## config.mk

```make
export PLATFORM = sky130hd
export DESIGN_NAME = oda_ram
export DESIGN_NICKNAME = d
export VERILOG_FILES = /design/src/rtl/oda_ram.sv
export SDC_FILE = /design/constraint.sdc
export NUM_CORES = 1
export LEC_CHECK = 0
export ABC_CLOCK_PERIOD_IN_PS = 2700
export BUFFER_PORTS_ARGS = -buffer_cell sky130_fd_sc_hd__buf_2
export CORE_ASPECT_RATIO = 1.5
export CORE_MARGIN = 2
export CORE_UTILIZATION = 25
export CTS_CLUSTER_SIZE = 28
export DETAILED_ROUTE_END_ITERATION = 12
export GPL_TIMING_DRIVEN = 0
export PLACE_DENSITY = 0.43
export SLEW_MARGIN = 10
export SYNTH_ARGS = -nofsm -noshare
export SYNTH_HDL_FRONTEND = slang
export SYNTH_SLANG_ARGS = --single-unit
```

## constraint.sdc

```tcl
create_clock -name clk -period 2.7 [get_ports clk]
set_input_delay 0.54 -clock clk [delete_from_list [all_inputs] [get_ports clk]]
set_output_delay 0.54 -clock clk [all_outputs]
set_load 0.1 [all_outputs]
```

## src/rtl/oda_ram.sv

```systemverilog
// Generic single-write, single-read RAM with registered read data.
`default_nettype none
module oda_ram #(
  parameter int WIDTH = 8,
  parameter int DEPTH = 16,
  localparam int AW = (DEPTH > 1) ? $clog2(DEPTH) : 1
) (
  input  wire logic             clk,
  input  wire logic             we,
  input  wire logic [AW-1:0]    waddr,
  input  wire logic [WIDTH-1:0] wdata,
  input  wire logic             re,
  input  wire logic [AW-1:0]    raddr,
  output logic      [WIDTH-1:0] rdata
);
  logic [WIDTH-1:0] mem [DEPTH];

  always_ff @(posedge clk) begin
    if (we) begin
      mem[waddr] <= wdata;
    end
    if (re) begin
      rdata <= mem[raddr];
    end
  end
endmodule
`default_nettype wire

```

**Word level (Yosys, flattened, before mapping)**

Memories as Yosys holds them, arrays and structs flattened. A register that Yosys moved wholly into a read port is not among the register bits.
Cells that the tools add are included.

- Muxes and demuxes: 2

Operators by type and width:

| cell | number |
|---|---|
| two-way mux 1 bit | 2 |

- Bits in registers: 0
- Memory bits (writable): 128
- Input bits: 19
- Memories kept: 1

Memory list:

| name | words | bits a word | rd ports | clocked after memory_dff | write ports | line | text |
|---|---|---|---|---|---|---|---|
| mem | 16 | 8 | 1 | 1 | 1 | 16 | `logic [WIDTH-1:0] mem [DEPTH];` |

**Depth between registers and ports, before layout**

- Word-level depth: 2
- Gate-level depth with buffers: 5

**Worst setup path after synthesis**

Ideal clock, no wire load.

- Kind: input-to-reg
- Start point: input waddr[2]
- End point: memory mem[0][0], enable pin
- Setup time: 383 ps
- Data arrival time: 1650 ps
- Data required time: 2317 ps
- Path slack: 667 ps
- Cell stages on the path: 2
- Path buffers: 0
- Path through: or3b_2 > nor3_1

RTL lines:

| item | line | text |
|---|---|---|
| start: declaration | 10 | `input wire logic [AW-1:0] waddr,` |
| end: declaration | 16 |  |

No word-level cell before the write port.

**Final worst setup path**

- Start point: input waddr[2]
- End point: memory mem[3][6], enable pin

No word-level cell before the write port.

==> key figures <==
Run status
  • Status: completed

Die
  • # IOs: 27
  • Die area: 0.0221 mm^2
  • Initial cell density of the core: 0.255
  • Die height: 181 um
  • Row count: 64
  • Die X: 122 um
  • Core Box Area: 0.0205 mm^2

STA
  • Min cycle time layout: 1.81 ns
  • Slew Limit Fails: 0
  • Worst Tran Pin Value: 0.866 ns
  • Final setup TNS: 0 ns
  • Achievable frequency: 552 MHz
  • Final hold vios: 0
  • RSZ-0062 raised after global routing: no
  • Post-route clock skew: 0.00743 ns
  • Slew HR: 0.420
  • Fin worst setup slack: 0.887 ns
  • Final period util: 0.671
  • Hold_ws: 0.463 ns
  • Final setup viols: 0

Global route
  • Grt total ovfl: 0
  • GR Util All Layers: 0.109
  • Largest net degree at the start of global routing: 17
  • Initial antenna violation count: 0
  • First-pass GRT wire length: 16300 um
  • Number of global-route vias before repair: 2489

Placed design
  • Hpwl dp: 7410 um
  • Dpl ws: 0.322 ns
  • Routability cong.: 0.703
  • IO Port Bufs: 25
  • Placed insts: 518

Layout
  • Fin nets: 292
  • Multi-input logic area: 0.00108 mm^2
  • Non-Filler Instances: 549
  • Layout cells sized above 1: 0.302
  • Layout fillers: 2034
  • Area delta synth->final: 22.1%
  • Diode count: 0
  • Register Area: 0.00408 mm^2

Logic synthesis
  • Synthesized Nets: 248
  • Mean post-synth cell area: 22.8 um^2
  • Cells after Synth: 229
  • Cell Area, Synth: 0.00523 mm^2
  • Yosys cell types: 18
  • Asr flop ratio synth: 0
  • Top_reg_cell synth: edfxtp_1
  • Synth Register Bits: 136
  • Ys Warns: 0
  • Register area share after synthesis: 0.781
  • Post-synth EDFFs: 136

Routing
  • DRT iter0 DRCs: 149
  • Final ANT Viol Nets: 0
  • Via/cell ratio: 4.35
  • Drt drc: 0
  • Final WL: 11300 um
  • Post-DR wirelength/cell: 20.5 um
  • Via count: 2390
  • Length of the first detailed-routing pass in iterations: 4

Clocking
  • Worst skew pair latency: 0.41 ns
  • Resized cells post-CTS: 0
  • H-tree level count: 4
  • CTS tree: done
  • Postcts setup bufs: 0
  • Hold buffer count at CTS: 0
  • Clk pin slew, worst setup/hold paths: 0.06 ns
  • Bufs on Longest Clock Path: 2
  • CTS Buf Count: 17
  • CTS sink count: 136
  • CTS root buffer: clkbuf_16

Setup path
  • Worst Path Required: 2.73 ns
  • CP Capture Type: register
  • Worst setup SP type: input port
  • Worst reg2reg setup slack: 1.07 ns
  • Setup CP Type: input port to register
  • Max FO, Critical Path: 8
  • Worst Reg-to-Reg Cells: 3
  • R2R Path Start: mem[2][1]
  • Arrival @ worst endpoint: 1.84 ns
  • CP startpoint: waddr[2]
  • Reg2reg end: rdata[1]

Pwr
  • Sequential share of power: 0.446
  • Comb power frac: 0.057
  • Sw frac: 0.200
  • P_sw: 1.07 mW
  • Max VDD drop: 0.000387 V
  • Total Power: 5.36 mW
  • Clock power share: 0.498
  • Static Leak: 2.08 nW
  • PD cells: 840 mW/mm^2
  • Internal: 4.29 mW

Min path
  • Hold Path Depth: 1
  • Hold Path End: rdata[1]
  • Min-Delay Path Class: input port to register
  • Critical hold path startpoint: re

Run
  • Max-Cap Viols: 0
[flip-flops by register name, indices dropped and copies added (netlist names)]
| register | cells |
|---|---|
| mem | 128 |
| rdata | 8 |
[logic make-up after synthesis]
logic type             synth area share
AOI/OAI and AO/OA                0.0230
buffers and inverters            0.0165
DFF                               0.781
muxes                             0.148
and+or+nand+nor                  0.0314
[Yosys cell counts, types with 2 or more instances]
master,number,area [um^2]
buf_6,3,33.8
clkdlybuf4s25_2,3,30.0
nand2_1,9,33.8
nor3_1,4,20.0
buf_2,3,15.0
nand3b_1,2,15.0
edfxtp_1,136,4080
mux4_2,18,405
nor2_1,13,48.8
a22oi_1,16,120
mux4_1,14,368
nand2b_1,2,12.5
[power by group through the flow]
stage,logic (mW),clock network (mW),registers (mW)
2_1_floorplan,0.120,0,2.51
3_3_place_gp,0.309,0,2.43
3_5_place_dp,0.313,0,2.43
4_1_cts,0.313,2.71,2.39
5_1_grt,0.328,2.79,2.39
6_report,0.304,2.67,2.39
[metrics by stage]
stage,instance area (um^2),util
floorplan,5230,-
global placement,5680,0.277
detailed placement,5700,0.278
CTS,6380,0.311
global route,6380,0.311
finish,6380,0.311
[worst max-delay path, cell delays in order]
cell,delay (ns)
buf_2,0.11
or3b_2,0.53
nor2_1,0.66
[worst max-delay path by stage]
| stage | depth (start not counted) | slack [ns] | endpoint |
|---|---|---|---|
| final | 3 | 0.89 | mem[3][6] |
| after global routing | 3 | 0.76 | mem[2][5] |
| after CTS | 3 | 0.75 | mem[4][2] |
| after detailed placement | 3 | 0.32 | mem[4][5] |
| after global placement | 3 | -0.01 | mem[0][2] |
| after floorplan | 2 | 0.67 | mem[0][0] |
[layout by cell type (no fill, tap or decap)]
cell / instances
clkinv_4: 3
buf_2: 28
bufinv_16: 7
buf_4: 1
clkinvlp_4: 1
a22oi_1: 16
or3b_2: 1
buf_6: 3
clkdlybuf4s25_2: 3
mux4_1: 14
nand3_1: 1
nand2_1: 9
clkinv_1: 2
nor3_2: 4
mux4_2: 18
nor2_1: 13
and2b_1: 1
edfxtp_1: 136
nand2b_1: 2
clkbuf_1: 1
clkbuf_16: 17
and2_1: 1
nor2b_1: 1
nand3b_1: 2
[area by class of cell]
cell class	count	share of cell area
Buffer	10	0.0135
Multi-Input combinational cell	83	0.169
Sequential cell	136	0.640
Timing Repair Buffer	25	0.0196
Clock buffer	18	0.0672
Tap cell	264	0.0517
Clock inverter	13	0.0394
[routing by layer]
| metal | wire length [um] | share of wire | global-route usage | vias up |
|---|---|---|---|---|
| li1 | - | - | - | 1068 |
| met1 | 4840 | 0.43 | 0.131 | 1263 |
| met2 | 5910 | 0.53 | 0.185 | 51 |
| met3 | 332 | 0.029 | 0.0243 | 8 |
| met4 | 178 | 0.016 | 0.0464 | 0 |
| met5 | 0 | 0 | 0 | - |
Power figures use the tool's default switching activity.
