$ cat src/rtl/oda_cmp.sv
// Shared unsigned magnitude comparator used for both limits of the range check.
`default_nettype none
module oda_cmp (
  input  wire logic [31:0] a,
  input  wire logic [31:0] b,
  output logic             ge
);
  assign ge = (a >= b);
endmodule
`default_nettype wire

$ cat config.mk
export PLATFORM = sky130hd
export DESIGN_NAME = oda_cmp
export DESIGN_NICKNAME = d
export VERILOG_FILES = /design/src/rtl/oda_cmp.sv
export SDC_FILE = /design/constraint.sdc
export NUM_CORES = 1
export LEC_CHECK = 0
export BUFFER_PORTS_ARGS = -buffer_cell sky130_fd_sc_hd__buf_2
export CAP_MARGIN = 0
export CORE_MARGIN = 2
export CORE_UTILIZATION = 38
export DETAILED_ROUTE_END_ITERATION = 10
export PLACE_DENSITY = 0.82
export SLEW_MARGIN = 5
export SYNTH_ARGS = -nofsm -noshare
export SYNTH_HDL_FRONTEND = slang
export SYNTH_SLANG_ARGS = --single-unit
$ cat constraint.sdc
create_clock -name vclk -period 1.4
set_input_delay 0.07 -clock vclk [all_inputs]
set_output_delay 0.07 -clock vclk [all_outputs]
set_load 0.02 [all_outputs]
; ---- Yosys cells after proc, flatten, opt, wreduce, memory -nomap -nowiden
; Index checks and enable logic that the tools add are counted.
[word_totals]
ramBits = 0
latchBits = 0
word_cells = 1
register_bits = 0
input_bits = 64
out_inout_bits = 1
memories = 0
mem_bits_ro = 0
[op_classes]
n_lt_le_gt_ge = 1
div = 0
eq_ne = 0
mul = 0
reduce_logical = 0
mux = 0
add_sub_neg = 0
n_bitwise = 0
shifts = 0
[op_table]
columns = op, count
row1 = $ge 32x32->1, 1

; ---- Logic depth before layout (Yosys ltp)
; Gate-level depths: netlist (run 1).
[logic_depth]
ltp_word = 1
ltp_mapped = 7
mapped_depth_nobuf = 7

; ---- Least setup slack after synthesis (run 1)
; No wires, ideal clock.
[synth_path]
kind = in2out
from = input b[19]
to = output ge
arrival_time_ps = 1451
stages = 7
path_slack_ps = -121
path_buffers = 0
cell_sequence = inv_1 > ha_1 > a21oi_2 > o21ai_1 > a221o_1 > a2111oi_2 > o21ai_1
[synth_via]
elab_chain_len = 1
[synth_lines]
columns = element, line_no
row1 = start: declaration, 5  ; input wire logic [31:0] b,
row2 = $ge 32x32->1, 8  ; assign ge = (a >= b);
row3 = end: declaration, 6  ; output logic ge
; Every way passes these cells.

; ---- Final worst setup path (run 1)
[layout_path]
from = input b[22]
to = output ge
; Same word-level chain as after synthesis.

==> results.sh, run 1 <==
export IMPL_place_hpwl_um=1740
export IMPL_die_area_um2=2490
export IMPL_syn_cell_area_um2=800
export IMPL_cp_arrival_ps=1550
export IMPL_status="finished, violations left"
export IMPL_num_vias=934
export IMPL_relSlewSlack_pct=81.5
export IMPL_worst_setup_path_end_kind="primary output"
export IMPL_ir_drop_mv=0.156
export IMPL_antenna_found_initial=0
export IMPL_dp_cells=201
export IMPL_violations="setup timing"
export IMPL_area_growth_pct=59.5
export IMPL_drtPass1Iterations=4
export IMPL_fin_ws_ps=-223
export IMPL_io_pins=65
export IMPL_setup_viol=1
export IMPL_ff_latch_area_um2=0
export IMPL_rsz0062_at_grt="true"
export IMPL_timing_fmax_mhz=616
export IMPL_worstPathMaxFanout=3
export IMPL_drv_slew=0
export IMPL_place_area_um2=1250
export IMPL_grtUsageTotal_pct=15.5
export IMPL_utilization_pct=64.3
export IMPL_final_hold_viol_count=0
export IMPL_crit_path_start_kind="input pin"
export IMPL_p_per_area_nw_per_um2=263
export IMPL_floorplan_initialDensity_pct=40.3
export IMPL_wl_met2_um=898
export IMPL_ys_seq_area_share_pct=0
export IMPL_clock_buffers=0
export IMPL_holdCritStartpoint="a[31]"
export IMPL_syn_nets=204
export IMPL_stdcell_count=201
export IMPL_tightest_slew_ps=276
export IMPL_synth_warnings=0
export IMPL_wl_met3_um=160
export IMPL_synth_cells=108
export IMPL_drive_gt1_share_pct=46.6
export IMPL_grt_pass1_vias=899
export IMPL_core_um2=1980
export IMPL_postCtsHoldBufs=0
export IMPL_globalplace_congestion=0.679
export IMPL_die_h_um=49.9
export IMPL_drc=0
export IMPL_fin_tns_setup_ps=-223
export IMPL_finalCritPeriodShare_pct=116
export IMPL_antenna_cells=0
export IMPL_grt_ovfl_total=0
export IMPL_port_buffer_count=65
export IMPL_cap_violations=0
export IMPL_critPathLaunch="b[22]"
export IMPL_stdcell_area_um2=1270
export IMPL_drt_wirelength_per_cell_um=9.23
export IMPL_num_rows=16
export IMPL_seq_cells=0
export IMPL_ant_nets=0
export IMPL_drt_iter0_drc=14
export IMPL_hp_class="input pin to primary output"
export IMPL_drt_wl_total_um=1860
export IMPL_final_net_count=272
export IMPL_grt_max_degree=4
export IMPL_path_class="input pin to primary output"
export IMPL_top_layer_used="met3"
export IMPL_post_cts_buffers=0
export IMPL_synth_avg_cell_area_um2=7.40
export IMPL_grt_pass1_wl_um=3280
export IMPL_p_leak_uw=0.000778
export IMPL_yosysUniqueCellTypes=21
export IMPL_die_w_um=49.9
export IMPL_holdWs_ps=645
export IMPL_required_ps=1330
export IMPL_via_per_inst=4.65
export IMPL_route_layer_met1_wl_um=796
export IMPL_fin_crit_ps=1620
export IMPL_n_fill_cell=185
## logic make-up (layout without fill, tap and decap cells)
logic type,after synthesis,count (layout),synth area share (%)
adder cells (fa/ha/maj),32,32,50.1
AND/OR/NAND/NOR,20,20,13.5
buffers and inverters,32,98,15.0
AO/OA/AOI/OAI,24,24,21.4
## worst max-delay path, cell delays in order
cell and delay (ps):
buf_2 110, inv_4 50, ha_4 190, and4_1 210, a221o_1 390, a2111oi_4 310
o21ai_2 90, buf_6 140
## layer usage
metal / vias to the layer above / GRT usage, %
li1: 507 / -
met1: 380 / 18.5
met2: 47 / 31.3
met3: 0 / 0.909
met4: 0 / 0
met5: - / 0
## cell usage after synthesis
cell type   n  area (um^2)
a21o_1      3         22.5
nor2_1      2         7.51
a2111oi_0   1         8.76
o2111ai_1   1         8.76
o21a_1      2         15.0
nand3_1     4         20.0
nor2b_1     1         6.26
a2111oi_2   1         15.0
a221oi_1    1         8.76
a21oi_1     8         40.0
inv_1      32          120
nand2_1     5         18.8
a221o_1     1         10.0
o21ai_1     2         10.0
nand4_1     4         25.0
ha_1       32          400
o211a_1     1         10.0
and4_1      2         17.5
nand2b_1    2         12.5
o21ai_0     1         5.00
a21oi_2     2         17.5
## worst paths after layout
kind	to	slack, ps	cells after the start
setup / recovery	ge	-220	8
hold / removal	ge	650	5
## final cells by class
| cell class | instances | area (um^2) | area share, % |
|---|---|---|---|
| inverter | 32 | 125 | 9.81 |
| multi-input combinational | 76 | 777 | 60.9 |
| tap | 27 | 33.8 | 2.65 |
| timing repair buffer | 66 | 339 | 26.6 |
## stage by stage
step                      setup WS [ps]  total power (uW)
after floorplan                    11.0               183
after global placement             -240               308
after detailed placement           -259               322
after CTS                          -240               331
after global routing               -286               391
final                              -223               335
## power breakdown
part | switching (uW) | internal [uW]
logic | 148 | 187
clock network | 0 | 0
registers | 0 | 0
total | 148 | 187
## placed cells by master (no fill, tap or decap), types with 2 or more instances in the layout
cell      instances
inv_2             2
nand4_1           4
a21oi_1           8
nor2_1            2
a21oi_2           2
inv_4             2
nand2_1           5
nand2b_1          2
and4_1            2
ha_1             26
nand3_1           4
inv_1            28
buf_2            64
ha_4              6
a21o_1            3
o21a_1            2
## timing repair
| item | CTS | global route |
|---|---|---|
| endpoints found under the setup margin | 1 | 1 |
| pin swaps | 1 | 1 |
| gates resized for setup | 2 | 3 |
No activity file was read; power rests on OpenSTA's default activity.
==> inputs of run 2 (changes only) <==
--- a/config.mk
+++ b/config.mk
@@ -7,10 +7,12 @@
 export LEC_CHECK = 0
 export BUFFER_PORTS_ARGS = -buffer_cell sky130_fd_sc_hd__buf_2
 export CAP_MARGIN = 0
+export CORE_ASPECT_RATIO = 1.4
 export CORE_MARGIN = 2
 export CORE_UTILIZATION = 38
 export DETAILED_ROUTE_END_ITERATION = 10
 export PLACE_DENSITY = 0.82
+export SETUP_SLACK_MARGIN = 0.2
 export SLEW_MARGIN = 5
 export SYNTH_ARGS = -nofsm -noshare
 export SYNTH_HDL_FRONTEND = slang
==> run 2 against run 1 <==
Compared with the run above:
- the flow still finishes with violations (setup timing)
- via count up 5.2%
- maximum frequency fell by 1.9%
- global-route usage is 1.2 points higher
- power increased by 4.2%
- critical path type unchanged
- count of clock-buffer cells in the layout unchanged
- critical path depth shrank 1
- highest routed layer is now met4
- final cell count decreased by 2.0%
==> results.sh, run 2 (synthesis results as in run 1) <==
export IMPL_crit_path_start_kind="input pin"
export IMPL_p_leak_uw=0.000787
export IMPL_final_hold_viol_count=0
export IMPL_area_growth_pct=61.2
export IMPL_die_w_um=42.8
export IMPL_required_ps=1330
export IMPL_drt_wirelength_per_cell_um=10.4
export IMPL_port_buffer_count=65
export IMPL_cpPeakStageDelay_ps=400
export IMPL_globalplace_congestion=0.775
export IMPL_cap_violations=0
export IMPL_floorplan_initialDensity_pct=40.5
export IMPL_finalCritPeriodShare_pct=118
export IMPL_path_class="input pin to primary output"
export IMPL_drive_gt1_share_pct=47.2
export IMPL_timing_fmax_mhz=604
export IMPL_fin_tns_setup_ps=-255
export IMPL_grt_max_degree=4
export IMPL_seq_cells=0
export IMPL_core_um2=1970
export IMPL_relSlewSlack_pct=81.8
export IMPL_fin_crit_ps=1650
export IMPL_ir_drop_mv=0.144
export IMPL_min_to="ge"
export IMPL_place_hpwl_um=1950
export IMPL_holdWs_ps=688
export IMPL_drc=0
export IMPL_setup_viol=1
export IMPL_dp_cells=197
export IMPL_die_h_um=58.3
export IMPL_die_area_um2=2490
export IMPL_mostFrequentLayoutCell="buf_2"
export IMPL_post_cts_buffers=0
export IMPL_cp_cell_sequence="buf_2, ha_4, and4_1, a221o_1, a2111oi_4, o21ai_2, buf_2"
export IMPL_num_rows=19
export IMPL_ff_latch_area_um2=0
export IMPL_layout_common_cells="buf_2 (65), inv_1 (28), ha_1 (26)"
export IMPL_total_power_uw=349
export IMPL_via_per_inst=4.99
export IMPL_num_vias=983
export IMPL_dp_worst_setup_slack_ps=-278
export IMPL_cp_common_cell="buf_2"
export IMPL_drt_iter0_drc=10
export IMPL_drv_slew=0
export IMPL_fin_ws_ps=-255
export IMPL_drt_wl_total_um=2050
export IMPL_worst_setup_path_end_kind="primary output"
export IMPL_hp_class="input pin to primary output"
export IMPL_cpMaxStageDelayCell="a221o_1"
export IMPL_clock_buffers=0
export IMPL_ant_nets=0
export IMPL_tightest_slew_ps=272
export IMPL_grtUsageTotal_pct=16.7
export IMPL_antenna_cells=0
export IMPL_grt_pass1_wl_um=3440
export IMPL_rsz0062_at_grt="true"
export IMPL_final_net_count=274
export IMPL_antenna_found_initial=0
export IMPL_p_per_area_nw_per_um2=271
export IMPL_drtPass1Iterations=4
export IMPL_worstPathMaxFanout=3
export IMPL_holdCritStartpoint="a[31]"
export IMPL_cp_arrival_ps=1580
export IMPL_grt_ovfl_total=0
export IMPL_status="finished, violations left"
export IMPL_whs_path_depth=5
export IMPL_stdcell_count=197
export IMPL_violations="setup timing"
export IMPL_io_pins=65
export IMPL_grt_pass1_vias=964
## run 2: cell types whose count changed in the layout (fill, tap and decap cells not counted)
cell | before | now
buf_4 | 1 | 3
a2111oi_2 | 1 | 0
a2111oi_4 | 1 | 2
buf_2 | 64 | 65
buf_6 | 1 | 0
## run 2: critical path: cells and delay by family
kind            cells  cell delay, ps
compound gates      3             780
buf+inv             2             280
fa+ha+maj           1             240
simple gates        1             210
## run 2: layer usage
metal	up-vias	wire (um)	global-route usage, %
li1	513	-	-
met1	420	753	17.2
met2	44	1120	35.1
met3	6	124	0.623
met4	0	51	4.02
met5	-	0	0
## run 2: metrics by stage
step	area [um^2]	util, %
global route	1290	65.3
detailed placement	1260	63.7
global placement	1260	63.7
finish	1290	65.3
floorplan	883	-
CTS	1260	63.8
## run 2: worst max-delay path by stage
stage / slack, ps / start / cells past startpoint / end
floorplan: 10 / a[22] / 5 / ge
global placement: -230 / a[0] / 9 / ge
detailed placement: -280 / a[0] / 9 / ge
CTS: -270 / a[22] / 7 / ge
global route: -300 / a[22] / 7 / ge
finish: -250 / a[22] / 7 / ge
## run 2: final cells by class
type,instances,area [um^2]
well taps,21,26.3
fillers,184,684
repair buffers,68,348
multi-input cells,76,790
inverters,32,125
## run 2: where the power goes
part | internal (uW) | switching (uW) | leakage [uW]
combinational | 193 | 156 | 0.000787
clock | 0 | 0 | 0
sequential | 0 | 0 | 0
total | 193 | 156 | 0.000787
## run 2: what timing repair did
item	4_1_cts	5_1_grt
hold buffers	0	0
cloned	0	0
gates resized for setup	1	3
setup endpoints to repair	1	1
==> inputs of run 3 (changes only) <==
--- a/config.mk
+++ b/config.mk
@@ -11,7 +11,7 @@
 export CORE_MARGIN = 2
 export CORE_UTILIZATION = 38
 export DETAILED_ROUTE_END_ITERATION = 10
-export PLACE_DENSITY = 0.82
+export PLACE_DENSITY = 0.8
 export SETUP_SLACK_MARGIN = 0.2
 export SLEW_MARGIN = 5
 export SYNTH_ARGS = -nofsm -noshare
==> run 3 against run 2 <==
Compared with the run above:
- the flow still finishes with violations (setup timing)
- final cell count stayed put
- setup slack better by 25 ps
- sequential share of layout area stayed put
- wire length is 2.3% lower
- global-route usage is 0.19 points lower
- first-iteration DRC count fell by 100%
- worst hold slack got worse by 3.2 ps
- combinational power shrank 3%
- power down 3.0%
- core utilization is 0.63 points lower
- flip-flop and latch count is the same
- largest cell class unchanged
==> results.sh, run 3 (synthesis results as in run 1) <==
export IMPL_drt_wl_total_um=2000
export IMPL_drc=0
export IMPL_drt_iter0_drc=0
export IMPL_via_per_inst=4.98
export IMPL_p_leak_uw=0.000787
export IMPL_port_buffer_count=65
export IMPL_cp_common_cell="buf_2"
export IMPL_layout_common_cells="buf_2 (65), inv_1 (28), ha_1 (26)"
export IMPL_core_um2=1970
export IMPL_post_cts_buffers=0
export IMPL_antenna_found_initial=0
export IMPL_seq_cells=0
export IMPL_required_ps=1330
export IMPL_violations="setup timing"
export IMPL_drtPass1Iterations=1
export IMPL_ant_nets=0
export IMPL_cp_arrival_ps=1560
export IMPL_grtUsageTotal_pct=16.5
export IMPL_num_vias=981
export IMPL_place_hpwl_um=1910
export IMPL_cpPeakStageDelay_ps=390
export IMPL_p_per_area_nw_per_um2=265
export IMPL_crit_path_start_kind="input pin"
export IMPL_finalCritPeriodShare_pct=116
export IMPL_fin_crit_ps=1630
export IMPL_setup_viol=1
export IMPL_final_hold_viol_count=0
export IMPL_cpMaxStageDelayCell="a221o_1"
export IMPL_drv_slew=0
export IMPL_status="finished, violations left"
export IMPL_cp_cell_sequence="buf_2, ha_4, and4_1, a221o_1, a2111oi_4, o21ai_2, buf_2"
export IMPL_cap_violations=0
export IMPL_fin_ws_ps=-229
export IMPL_postCtsHoldBufs=0
export IMPL_worst_setup_path_end_kind="primary output"
export IMPL_clock_buffers=0
export IMPL_globalplace_congestion=0.802
export IMPL_worstPathMaxFanout=3
export IMPL_antenna_cells=0
export IMPL_hp_class="input pin to primary output"
export IMPL_mostFrequentLayoutCell="buf_2"
export IMPL_stdcell_count=197
export IMPL_drive_gt1_share_pct=47.2
export IMPL_die_h_um=58.3
export IMPL_timing_fmax_mhz=614
export IMPL_ir_drop_mv=0.151
export IMPL_total_power_uw=339
export IMPL_grt_ovfl_total=0
export IMPL_die_area_um2=2490
export IMPL_drt_wirelength_per_cell_um=10.2
export IMPL_floorplan_initialDensity_pct=40.5
export IMPL_relSlewSlack_pct=80.0
export IMPL_dp_cells=197
export IMPL_path_class="input pin to primary output"
export IMPL_final_net_count=274
export IMPL_grt_pass1_vias=991
export IMPL_area_growth_pct=59.6
export IMPL_ff_latch_area_um2=0
export IMPL_grt_max_degree=4
export IMPL_grt_pass1_wl_um=3410
export IMPL_die_w_um=42.8
export IMPL_rsz0062_at_grt="true"
export IMPL_io_pins=65
export IMPL_tightest_slew_ps=299
export IMPL_num_rows=19
run 3: cell counts in the layout (fill, tap and decap cells not counted):
Identical to the previous run, type by type.
run 3: stage by stage:
stage	setup slack (ps)	instance area [um^2]	utilization [%]	TNS [ps]	hold slack, ps
final	-229	1280	64.7	-229	685
after global routing	-329	1280	64.7	-329	712
after CTS	-242	1270	64.4	-242	690
after detailed placement	-258	1260	63.7	-258	643
after global placement	-259	1260	63.7	-259	640
after floorplan	11.0	883	-	0	437
run 3: final cells by class:
class	count	area [um^2]
Fill cell	182	697
Inverter	32	125
Multi-Input combinational cell	76	777
Tap cell	21	26.3
Timing Repair Buffer	68	348
run 3: path summary, 6_finish.rpt:
check	start	end	slack (ps)	depth (start not counted)
max	a[22]	ge	-230	7
min	a[31]	ge	680	5
run 3: timing repair:
action	in CTS	in global routing
resized for setup	2	1
setup endpoints to repair	1	1
pin swaps	0	0
cloned	0	0
endpoints found under the hold margin	0	0
run 3: metal layers:
metal  track usage (%)  vias up  share of wire, %
met5                 0        -                 0
met4             0.893        0              0.70
met3             0.935        2               8.3
met2              37.2       41                56
met1              15.9      424                35
li1                  -      514                 -
run 3: power breakdown:
part	total, uW	internal, uW	switching [uW]
sequential	0	0	0
combinational	339	187	151
clock	0	0	0
run 3: worst max-delay path, delay by kind of cell:
family | cells | cell delay (ps)
AND/OR/NAND/NOR | 1 | 200
AO/OA/AOI/OAI | 3 | 770
adder cells (fa/ha/maj) | 1 | 240
buffers and inverters | 2 | 270
